[config.mk]
export PLATFORM = sky130hd
export DESIGN_NAME = mhpq_ctrl
export DESIGN_NICKNAME = d
export VERILOG_FILES = /design/src/hdl/mhpq_pkg.sv /design/src/hdl/mhpq_ctrl.sv
export SDC_FILE = /design/constraint.sdc
export NUM_CORES = 1
export LEC_CHECK = 0
export BUFFER_PORTS_ARGS = -buffer_cell sky130_fd_sc_hd__buf_2
export CORE_MARGIN = 2
export CORE_UTILIZATION = 64
export CTS_BUF_LIST = sky130_fd_sc_hd__clkbuf_2
export DETAILED_ROUTE_END_ITERATION = 12
export HOLD_SLACK_MARGIN = 0.05
export PLACE_DENSITY_LB_ADDON = 0.2
export SLEW_MARGIN = 20
export SYNTH_ARGS = -nofsm -noshare
export SYNTH_HDL_FRONTEND = slang
export SYNTH_SLANG_ARGS = --single-unit
export TNS_END_PERCENT = 5
[constraint.sdc]
create_clock -name clk -period 14.4 [get_ports clk]
set_clock_uncertainty 0.05 [all_clocks]
set_input_delay 2.88 -clock clk [delete_from_list [all_inputs] [get_ports clk]]
set_output_delay 2.88 -clock clk [all_outputs]
set_load 0.02 [all_outputs]
[src/hdl/mhpq_pkg.sv]
// mhpq_pkg: shared types and constants of the min-heap priority queue.
// No dependencies.
package mhpq_pkg;
  localparam int HEAP_DEPTH = 4096;
  localparam int IDX_W = $clog2(HEAP_DEPTH);
  localparam int CNT_W = $clog2(HEAP_DEPTH + 1);
  localparam int KEY_W = 16;
  localparam int POS_W = 6;
  localparam int PAY_W = 32;

  localparam logic [1:0] ACT_INSERT = 2'd0;
  localparam logic [1:0] ACT_POP = 2'd1;
  localparam logic [1:0] ACT_PEEK = 2'd2;
  localparam logic [1:0] ACT_DECREASE = 2'd3;

  localparam logic [1:0] ST_DONE = 2'd0;
  localparam logic [1:0] ST_EMPTY = 2'd1;
  localparam logic [1:0] ST_FULL = 2'd2;
  localparam logic [1:0] ST_NOT_FOUND = 2'd3;

  typedef struct packed {
    logic [KEY_W-1:0] key;
    logic [POS_W-1:0] x;
    logic [POS_W-1:0] y;
    logic [PAY_W-1:0] payload;
  } entry_t;

  typedef struct packed {
    logic             we;
    logic [IDX_W-1:0] waddr;
    entry_t           wdata;
    logic [IDX_W-1:0] raddr;
  } mem_req_t;
endpackage

[src/hdl/mhpq_ctrl.sv]
// mhpq_ctrl: sequencer for insert, pop, peek, decrease search and sifting.
// Depends on mhpq_pkg; drives the mhpq_ram request.
module mhpq_ctrl (
  input  logic                    clk,
  input  logic                    rst,
  input  logic                    in_valid,
  output logic                    in_stall,
  input  logic [1:0]              action,
  input  mhpq_pkg::entry_t        in_entry,
  output logic                    out_valid,
  input  logic                    out_stall,
  output logic [1:0]              status,
  output mhpq_pkg::entry_t        out_entry,
  output logic [11:0]             found_index,
  output logic                    key_lowered,
  output logic [12:0]             entry_count,
  output mhpq_pkg::mem_req_t      req,
  input  mhpq_pkg::entry_t        rdata
);
  import mhpq_pkg::*;

  localparam logic [3:0] S_IDLE = 4'd0;
  localparam logic [3:0] S_ROOT = 4'd1;   // root read in flight
  localparam logic [3:0] S_LAST = 4'd2;   // last entry read in flight (pop)
  localparam logic [3:0] S_UPCMP = 4'd3;  // parent data here, next parent read issued
  localparam logic [3:0] S_WCUR = 4'd4;   // climbed to the root, write entry there
  localparam logic [3:0] S_DCHK = 4'd5;   // decrease: parent read issued
  localparam logic [3:0] S_DNL = 4'd6;    // left child read issued, or entry written if none
  localparam logic [3:0] S_DNR = 4'd7;    // right child read issued
  localparam logic [3:0] S_DNCMP = 4'd8;
  localparam logic [3:0] S_SRCH = 4'd9;   // scan, one slot a cycle
  localparam logic [3:0] S_OUT = 4'd10;

  logic [3:0]       state;
  logic [CNT_W-1:0] fill;
  logic [1:0]       act;
  entry_t           cur;      // entry being sifted; its slot is a hole in the store
  logic [CNT_W-1:0] pos;      // the hole's slot
  entry_t           lch;
  logic [CNT_W-1:0] scan;     // next slot issued to the read port
  logic             up_first; // decrease: no climb yet, fall back to sinking

  logic [1:0]       r_status;
  entry_t           r_entry;
  logic [IDX_W-1:0] r_found;
  logic             r_low;
  logic [CNT_W-1:0] r_count;

  logic [CNT_W:0]   left_w, right_w, pick_idx;
  logic [IDX_W-1:0] parent_w, data_idx;
  logic             right_ok, take_right, move_up, move_down, load_out;
  entry_t           pick_entry;

  assign in_stall = (state != S_IDLE);
  assign left_w = {pos, 1'b1};
  assign right_w = left_w + {{CNT_W{1'b0}}, 1'b1};
  assign parent_w = IDX_W'((pos - 1'b1) >> 1);
  assign data_idx = IDX_W'(scan - 1'b1);
  assign right_ok = (right_w < {1'b0, fill});
  assign take_right = right_ok && (rdata.key < lch.key);
  assign pick_entry = take_right ? rdata : lch;
  assign pick_idx = take_right ? right_w : left_w;
  assign move_up = (rdata.key > cur.key);
  assign move_down = (cur.key > pick_entry.key);
  assign load_out = (state == S_OUT) && (!out_valid || !out_stall);

  always_comb begin
    req = '0;
    case (state)
      S_IDLE: begin
        // pop, peek and decrease all start with slot 0
        if (in_valid && action == ACT_INSERT) begin
          if (fill == '0) begin
            req.we = 1'b1;
            req.waddr = '0;
            req.wdata = in_entry;
          end else begin
            req.raddr = IDX_W'((fill - 1'b1) >> 1);
          end
        end
      end
      S_ROOT: req.raddr = IDX_W'(fill - 1'b1);
      S_UPCMP: begin
        req.raddr = IDX_W'((parent_w - 1'b1) >> 1);
        if (move_up) begin
          req.we = 1'b1;
          req.waddr = IDX_W'(pos);
          req.wdata = rdata;
        end else if (!up_first) begin
          req.we = 1'b1;
          req.waddr = IDX_W'(pos);
          req.wdata = cur;
        end
      end
      S_WCUR: begin
        req.we = 1'b1;
        req.waddr = IDX_W'(pos);
        req.wdata = cur;
      end
      S_DCHK: req.raddr = parent_w;
      S_DNL: begin
        if (left_w >= {1'b0, fill}) begin
          req.we = 1'b1;
          req.waddr = IDX_W'(pos);
          req.wdata = cur;
        end else begin
          req.raddr = IDX_W'(left_w);
        end
      end
      S_DNR: req.raddr = IDX_W'(right_w);
      S_DNCMP: begin
        req.we = 1'b1;
        req.waddr = IDX_W'(pos);
        req.wdata = move_down ? pick_entry : cur;
      end
      S_SRCH: req.raddr = IDX_W'(scan);
      default: req = '0;
    endcase
  end

  always_ff @(posedge clk) begin
    if (rst) begin
      state <= S_IDLE;
      fill <= '0;
    end else begin
      case (state)
        S_IDLE: begin
          if (in_valid) begin
            act <= action;
            cur <= in_entry;
            r_entry <= '0;
            r_found <= '0;
            r_low <= 1'b0;
            case (action)
              ACT_INSERT: begin
                up_first <= 1'b0;
                if (fill >= CNT_W'(HEAP_DEPTH)) begin
                  r_status <= ST_FULL;
                  r_count <= fill;
                  state <= S_OUT;
                end else begin
                  r_status <= ST_DONE;
                  r_count <= fill + 1'b1;
                  pos <= fill;
                  fill <= fill + 1'b1;
                  state <= (fill == '0) ? S_OUT : S_UPCMP;
                end
              end
              ACT_POP, ACT_PEEK: begin
                r_count <= fill;
                if (fill == '0) begin
                  r_status <= ST_EMPTY;
                  state <= S_OUT;
                end else begin
                  r_status <= ST_DONE;
                  state <= S_ROOT;
                end
              end
              default: begin
                r_count <= fill;
                scan <= CNT_W'(1);
                if (fill == '0) begin
                  r_status <= ST_NOT_FOUND;
                  state <= S_OUT;
                end else begin
                  r_status <= ST_DONE;
                  state <= S_SRCH;
                end
              end
            endcase
          end
        end
        S_ROOT: begin
          r_entry <= rdata;
          if (act == ACT_PEEK) begin
            state <= S_OUT;
          end else begin
            fill <= fill - 1'b1;
            r_count <= fill - 1'b1;
            state <= (fill == CNT_W'(1)) ? S_OUT : S_LAST;
          end
        end
        S_LAST: begin
          cur <= rdata;
          pos <= '0;
          state <= S_DNL;
        end
        S_UPCMP: begin
          if (move_up) begin
            pos <= CNT_W'(parent_w);
            up_first <= 1'b0;
            state <= (parent_w == '0) ? S_WCUR : S_UPCMP;
          end else if (up_first) begin
            up_first <= 1'b0;
            state <= S_DNL;
          end else begin
            state <= S_OUT;
          end
        end
        S_WCUR: state <= S_OUT;
        S_DCHK: state <= S_UPCMP;
        S_DNL: state <= (left_w >= {1'b0, fill}) ? S_OUT : S_DNR;
        S_DNR: begin
          lch <= rdata;
          state <= S_DNCMP;
        end
        S_DNCMP: begin
          if (move_down) begin
            pos <= CNT_W'(pick_idx);
            state <= S_DNL;
          end else begin
            state <= S_OUT;
          end
        end
        S_SRCH: begin
          if (rdata.x == cur.x && rdata.y == cur.y) begin
            r_found <= data_idx;
            if (rdata.key > cur.key) begin
              r_low <= 1'b1;
              pos <= CNT_W'(data_idx);
              if (data_idx == '0) begin
                state <= S_DNL;
              end else begin
                up_first <= 1'b1;
                state <= S_DCHK;
              end
            end else begin
              state <= S_OUT;
            end
          end else if (scan >= fill) begin
            r_status <= ST_NOT_FOUND;
            state <= S_OUT;
          end else begin
            scan <= scan + 1'b1;
          end
        end
        S_OUT: begin
          if (load_out) begin
            state <= S_IDLE;
          end
        end
        default: state <= S_IDLE;
      endcase
    end
  end

  // result register: holds the last result while the receiver stalls
  always_ff @(posedge clk) begin
    if (rst) begin
      out_valid <= 1'b0;
    end else if (load_out) begin
      out_valid <= 1'b1;
    end else if (!out_stall) begin
      out_valid <= 1'b0;
    end
  end

  always_ff @(posedge clk) begin
    if (load_out) begin
      status <= r_status;
      out_entry <= r_entry;
      found_index <= r_found;
      key_lowered <= r_low;
      entry_count <= r_count;
    end
  end
endmodule

Word-level counts from Yosys, hierarchy flattened. Index checks and enable logic that the tools add are counted.

Register bits: 343. Bits of input ports: 126.

Add/subtract/negate cells: 7. Reductions and logical operators: 33. Muxes and demuxes: 76. Order comparisons: 7. Bitwise gates (word level): 1. Eq/ne operators: 32.

Operators with widths (count): 73-bit one-hot mux with 5 select lines (1); 73-bit two-way mux (4); 60-bit two-way mux (4); 60-bit one-hot mux with 2 select lines (2); 13-bit two-way mux (16); 85-bit two-way mux (1); 12-bit one-hot mux with 7 select lines (1); 13-bit one-hot mux with 5 select lines (1); 4-bit two-way mux (14); 13-bit one-hot mux with 2 select lines (2); 12-bit two-way mux (4); 4-bit one-hot mux with 11 select lines (1); 16-bit greater-than comparator (2); 2-bit != test, second input constant (14); 13-bit by 1-bit adder with 13-bit output, second input constant (2); 13-bit by 1-bit subtractor with 13-bit output, second input constant (2); 12-bit logical NOT (2); 12-bit one-hot mux with 2 select lines (1); 12-bit by 1-bit subtractor with 12-bit output, second input constant (2); 4-bit by 3-bit equality test with 1-bit output, second input constant (4); 16-bit < comparator (1); 3-bit AND reduction (5); 14-bit by 1-bit adder with 14-bit output, second input constant (1); 14-bit by 13-bit >= comparator with 1-bit output (1); 38 further kinds (68).

Logic depth before layout (Yosys ltp). Gate-level depths: netlist of the first run.

Depth after elaboration: 7. Depth in mapped cells: 23. Gate-level depth less buffers: 21.

Worst setup path before layout of the first run. No wires, ideal clock.

Path type: input -> output. Start point: input port rdata[58] in the netlist's numbering. End point: output port req[12] in the netlist's numbering. Path buffers: 2. Stages on the path: 16. Required time: 11470 ps. Slack: 4503 ps. Arrival time: 6967 ps. Path through: ha_1 a21o_1 a211oi_1 o221ai_1 a2111o_1 nor2_1 clkbuf_1 a21oi_1 ha_1 nand4_1 a2111oi_0 nor3_1 o21bai_1 o221ai_1 buf_2 a221o_1.

RTL lines: from (decl) (line mhpq_ctrl.sv:18) `input mhpq_pkg::entry_t rdata`; to (decl) (line mhpq_ctrl.sv:17) `output mhpq_pkg::mem_req_t req,`.

==> impl_metrics.ini, run 1 <==
[critical_path]
rr_worst_depth = 19
worst_setup_path_start_kind = flop
crit_fanout = 33
crit_type = reg2out
worstPathRequired_ns = 11.47
crit_arrival_ns = 9.03
worstSetupEndpointType = output pin

[drt]
routedWlPerCell_um = 22.6
drt_iter0_markers = 1538
dr.pass1.iters = 5
ant_nets = 0
vias_per_cell = 6.30
drc = 0
num_vias = 14646
routed_wirelength_um = 52600

[timing]
finalSetupTns_ns = 0
hold_violations = 0
setup_violations = 0
tightest_slew_ns = 1.11
setup_ws_ns = 2.44
max_freq_mhz = 83.6
maxSlewHeadroom = 0.260
grt_setup_unrepaired = false
min_period_over_period = 0.831
slew_violations = 0
fin_crit_ns = 11.96

[grt]
grt_remaining_overflow = 0
antenna_found_initial = 8
grt_pass1_vias = 14298
grt_pass1_wl_um = 80300
grt_usage = 0.342
grt_max_degree = 62

[floorplanning]
start_util = 0.649
fp.dieW_um = 175
ios = 301
die_area_um2 = 30500
num_rows = 62
core_area_um2 = 28700
dieHeight_um = 175

[power_and_ir_drop]
p_per_area_nw_per_um2 = 174
p_leak_nw = 8.31
vdd_ir_drop_max_uv = 124
intPower_mw = 2.14
pwr-share-comb = 0.430
pwr-share-seq = 0.401
power.switching_mw = 1.54
sw_frac_of_total = 0.419
power.share.clock = 0.169

[placement]
pre_cts_slack_ns = 2.59
hpwlAfterDp_um = 37800
gpl.final_weighted_congestion = 0.998
port_buffers = 300

[yosys]
avgSynthCellArea_um2 = 12.0
synth_common_cells = edfxtp_1, nor2_1, ha_1
async_flop_share = 0
synth.most_common_cell = edfxtp_1
yosysTopAreaCell = edfxtp_1
synth_nets = 1771
syn_area_um2 = 18600
yosysSeqAreaShare = 0.544
syn_inst = 1550
synth_top_area_share = 0.524
synth_ff_type = edfxtp_1
synth_edf_count = 325
synth_area_leaders = edfxtp_1, ha_1, mux2_2, a221o_1, a22o_1
ys_ff_latch = 343
ys_warn_count = 0
yosysUniqueCellTypes = 78

[finish]
area.growth.synth_to_final_pct = 13.7
drive_gt1_frac = 0.280
nets = 2089

[clocking]
cts_max_level = 3
clock_latency_ns = 0.93
root_buffer = clkbuf_2
cts_tree = done
ctsHoldBuffers = 0
numCtsBuffers = 84
clock-sinks = 343
clk_pin_slew_ns = 0.10
cts_resized = 0
post_cts_buffers = 0
cts_max_path_buffers = 3

[hold_path]
hold_path.class = reg2reg
hold_depth = 0

[status]
status = finished, final reports clean

[flow_run]
drv_cap = 0
area by class of cell:
| cell class | instances | area (um^2) |
|---|---|---|
| Inverter | 64 | 240 |
| Clock inverter | 33 | 170 |
| Timing Repair Buffer | 321 | 1660 |
| Multi-Input combinational cell | 1054 | 7880 |
| Sequential cell | 343 | 10100 |
| Fill cell | 2043 | 7550 |
| Antenna cell | 8 | 20.0 |
| Clock buffer | 117 | 586 |
| Tap cell | 384 | 480 |
cell families (layout without fill, tap and decap cells):
logic type / after synthesis / in the layout / synth area share
mux: 61 / 61 / 0.0369
simple gates: 433 / 433 / 0.121
xor+xnor: 95 / 95 / 0.0447
compound gates: 370 / 370 / 0.153
buf+inv: 153 / 535 / 0.0372
fa+ha+maj: 95 / 95 / 0.0639
other cells: 0 / 8 / 0
flops: 343 / 343 / 0.544
power groups by stage:
stage,Sequential [mW],Clock (mW),Combinational (mW)
detailed placement,1.49,0,1.56
finish,1.48,0.624,1.58
global placement,1.49,0,1.52
CTS,1.47,0.640,1.57
floorplan,1.46,0,1.10
global route,1.49,0.688,1.69
routing by layer:
layer | vias up | GRT usage | share of wire
met5 | - | 0 | 0
met2 | 889 | 0.536 | 0.46
met1 | 6985 | 0.467 | 0.40
li1 | 6658 | - | -
met3 | 114 | 0.0728 | 0.098
met4 | 0 | 0.143 | 0.036
worst max-delay path: stages (launching register included):
cell and delay (ns):
edfxtp_1 0.79, nand3_1 0.33, nor4_2 0.67, nand3_1 0.29
xnor2_1 0.20, ha_1 0.30, o21a_1 0.18, o21ai_0 0.41
o221ai_1 0.29, a2111o_1 0.56, nor2_4 0.59, a21oi_1 0.16
ha_1 0.35, nand4_1 0.18, a2111oi_0 0.71, o31ai_2 0.26
o22ai_4 0.85, buf_4 0.48, a221o_1 0.29, buf_2 0.19
worst paths after layout:
| path | from | end | slack [ns] |
|---|---|---|---|
| max | pos[2] | req[59] | 2.44 |
| min | r_entry[1] | out_entry[1] | 0.33 |
| max reg2reg | pos[2] | state[3] | 6.40 |
| min reg2reg | r_entry[1] | out_entry[1] | 0.33 |
placed cells by master, fill, tap and decap left out, drive strengths merged, types with 22 or more instances in the layout:
cell type and n:
a21oi 73, a221o 68, a22o 61, and2 76
buf 321, clkbuf 117, clkinv 31, edfxtp 325
ha 95, inv 65, mux2 61, nand2 72
nand3 35, nand4 22, nor2 113, nor3 26
o21ai 49, xnor2 58, xor2 37
through the flow:
step / cells / util / instance area (um^2) / total power, mW / hold slack (ns)
2_1_floorplan: 1550 / - / 18600 / 2.57 / 0.350
3_3_place_gp: 2166 / 0.710 / 20400 / 3.01 / 0.350
3_5_place_dp: 2166 / 0.710 / 20400 / 3.05 / 0.355
4_1_cts: 2316 / 0.736 / 21100 / 3.68 / 0.302
5_1_grt: 2324 / 0.737 / 21200 / 3.87 / 0.297
6_report: 2324 / 0.737 / 21200 / 3.68 / 0.334
registers in the layout, summed over array words and instances (netlist names), 13 cells and up:
register,cells
r_entry,60
lch,60
fill,13
entry_count,13
r_count,13
pos,13
cur,60
out_entry,60
scan,13
No activity file was read; power rests on OpenSTA's default activity.
==> run 2: changes to the inputs <==
Settings changed: ABC_AREA set to 1, CORE_UTILIZATION 64 to 53.
Clock period 14.4 ns to 10.11 ns, I/O delays scaled along.
==> impl_metrics.ini, run 2 <==
[drt]
ant_nets = 0
drt_iter0_markers = 1523
dr.pass1.iters = 5
vias_per_cell = 5.62
routed_wirelength_um = 59400
drc = 0
routedWlPerCell_um = 20.0
num_vias = 16684

[grt]
antenna_found_initial = 2
grt_pass1_vias = 16006
grt_remaining_overflow = 0
grtUsageMet2 = 0.500
grt_pass1_wl_um = 88400
met1_usage = 0.424
top_usage_layer = met2
grtUsageMet3 = 0.0496
grt_usage = 0.317
grt_max_degree = 90

[yosys]
avgSynthCellArea_um2 = 8.96
syn_inst = 2110
muxShareOfSynthArea = 0
synth.most_common_cell = nand2_1
yosys.area_share.xor_xnor = 0.0208
synth_edf_count = 325
synth-compound-area-share = 0.0766
synth_ff_type = edfxtp_1
synth_fa_ha_area_frac = 0.0629
yosysUniqueCellTypes = 48
ys_warn_count = 0
synth_nets = 2331
synth_top_area_share = 0.516
synthSimpleGateAreaFrac = 0.232
synth_common_cells = nand2_1, edfxtp_1, inv_1
async_flop_share = 0
synth_area_leaders = edfxtp_1, nand2_1, ha_1, inv_1, nor2_1
ys_ff_latch = 343
yosysSeqAreaShare = 0.535
syn_area_um2 = 18900
yosysTopAreaCell = edfxtp_1
synth_top_family_by_area = simple AND/OR/NAND/NOR gates

[floorplanning]
fp.dieW_um = 193
die_area_um2 = 37200
start_util = 0.535
dieHeight_um = 193
ios = 301
num_rows = 69
core_area_um2 = 35300

[finish]
fin_area_um2 = 21600
area.growth.synth_to_final_pct = 14.2
fill_cells = 3161
final_common_cell = nand2_1
instances_no_fill = 2969
post-route-util = 0.612
nets = 2660
drive_gt1_frac = 0.198
most-common-layout-cells = nand2_1, edfxtp_1, buf_2, inv_1, nor2_1

[status]
status = finished, final reports clean

[placement]
dpl.cell_count = 2810
port_buffers = 300
hpwlAfterDp_um = 42200
gpl.final_weighted_congestion = 0.984
postPlaceCellArea_um2 = 20800

[critical_path]
crit_arrival_ns = 7.38
crit_fanout = 60
slowest_stage = edfxtp_1
crit_type = reg2out
worstSetupEndpointType = output pin
worst_setup_path_start_kind = flop
cp_common_cell = nand2_1
worstPathRequired_ns = 8.04
crit_path_max_incr_delay_ns = 0.61

[power_and_ir_drop]
p_leak_nw = 9.80
vdd_ir_drop_max_uv = 164
p_per_area_nw_per_um2 = 281
p_total_mw = 6.06

[timing]
setup_violations = 0
slew_violations = 0
max_freq_mhz = 106
finalSetupTns_ns = 0
maxSlewHeadroom = 0.178
grt_setup_unrepaired = false
fin_crit_ns = 9.45
tightest_slew_ns = 1.22
min_period_over_period = 0.935
hold_violations = 0

[hold_path]
hold_path.class = reg2reg

[clocking]
post_cts_buffers = 0
numCtsBuffers = 88
cts_max_path_buffers = 3
clock_latency_ns = 1.04
cts_max_level = 3
root_buffer = clkbuf_2
cts_tree = done
cts_resized = 0
clk_pin_slew_ns = 0.11
clock-sinks = 343
ctsHoldBuffers = 0

[flow_run]
drv_cap = 0
## run 2: worst paths after layout
check               from            end  slack [ns]  cells past startpoint
max               pos[2]        req[45]        0.66                     29
min          r_entry[52]  out_entry[52]        0.35                      0
max reg2reg       pos[2]         pos[4]        3.96                     28
min reg2reg  r_entry[52]  out_entry[52]        0.35                      0
## run 2: kinds of logic (layout without fill, tap and decap cells)
| group | Yosys count | count (layout) |
|---|---|---|
| flops | 343 | 343 |
| buf+inv | 330 | 726 |
| xor+xnor | 45 | 45 |
| other cells | 0 | 2 |
| fa+ha+maj | 95 | 95 |
| compound gates | 264 | 264 |
| simple gates | 1033 | 1033 |
## run 2: worst max-delay path: cells and delay by family (launching register included)
| family | cells | cell delay, ns |
|---|---|---|
| DFF | 1 | 0.61 |
| buffers and inverters | 4 | 1.40 |
| and+or+nand+nor | 22 | 3.48 |
| adders and majority gates | 2 | 0.62 |
| xor gates and xnor gates | 1 | 0.23 |
## run 2: layout make-up
cell class                 count  area, um^2  area share
sequential                   343       10100       0.469
multi-input combinational   1437        7500       0.347
timing repair buffer         320        1660      0.0768
inverter                     249         938      0.0435
clock buffer                 123         616      0.0285
tap                          461         577      0.0267
clock inverter                34         179     0.00828
antenna                        2        5.00    0.000232
## run 2: power breakdown
group          switching (mW)  internal, mW  leakage (nW)
Sequential              0.214          2.02          3.16
Combinational            2.06         0.815          6.03
Clock                   0.597         0.360         0.604
Total                    2.87          3.19          9.80
## run 2: metrics by stage
stage / hold slack, ns / setup WS [ns]
after floorplan: 0.350 / 2.98
after global placement: 0.350 / 1.35
after detailed placement: 0.355 / 1.23
after CTS: 0.353 / 0.0774
after global routing: 0.350 / 0.114
final: 0.347 / 0.661
## run 2: per-layer routing
| layer | up-vias | part of all wire |
|---|---|---|
| met4 | 0 | 0.045 |
| met2 | 852 | 0.46 |
| met1 | 7813 | 0.42 |
| met3 | 156 | 0.077 |
| met5 | - | 0 |
| li1 | 7863 | - |
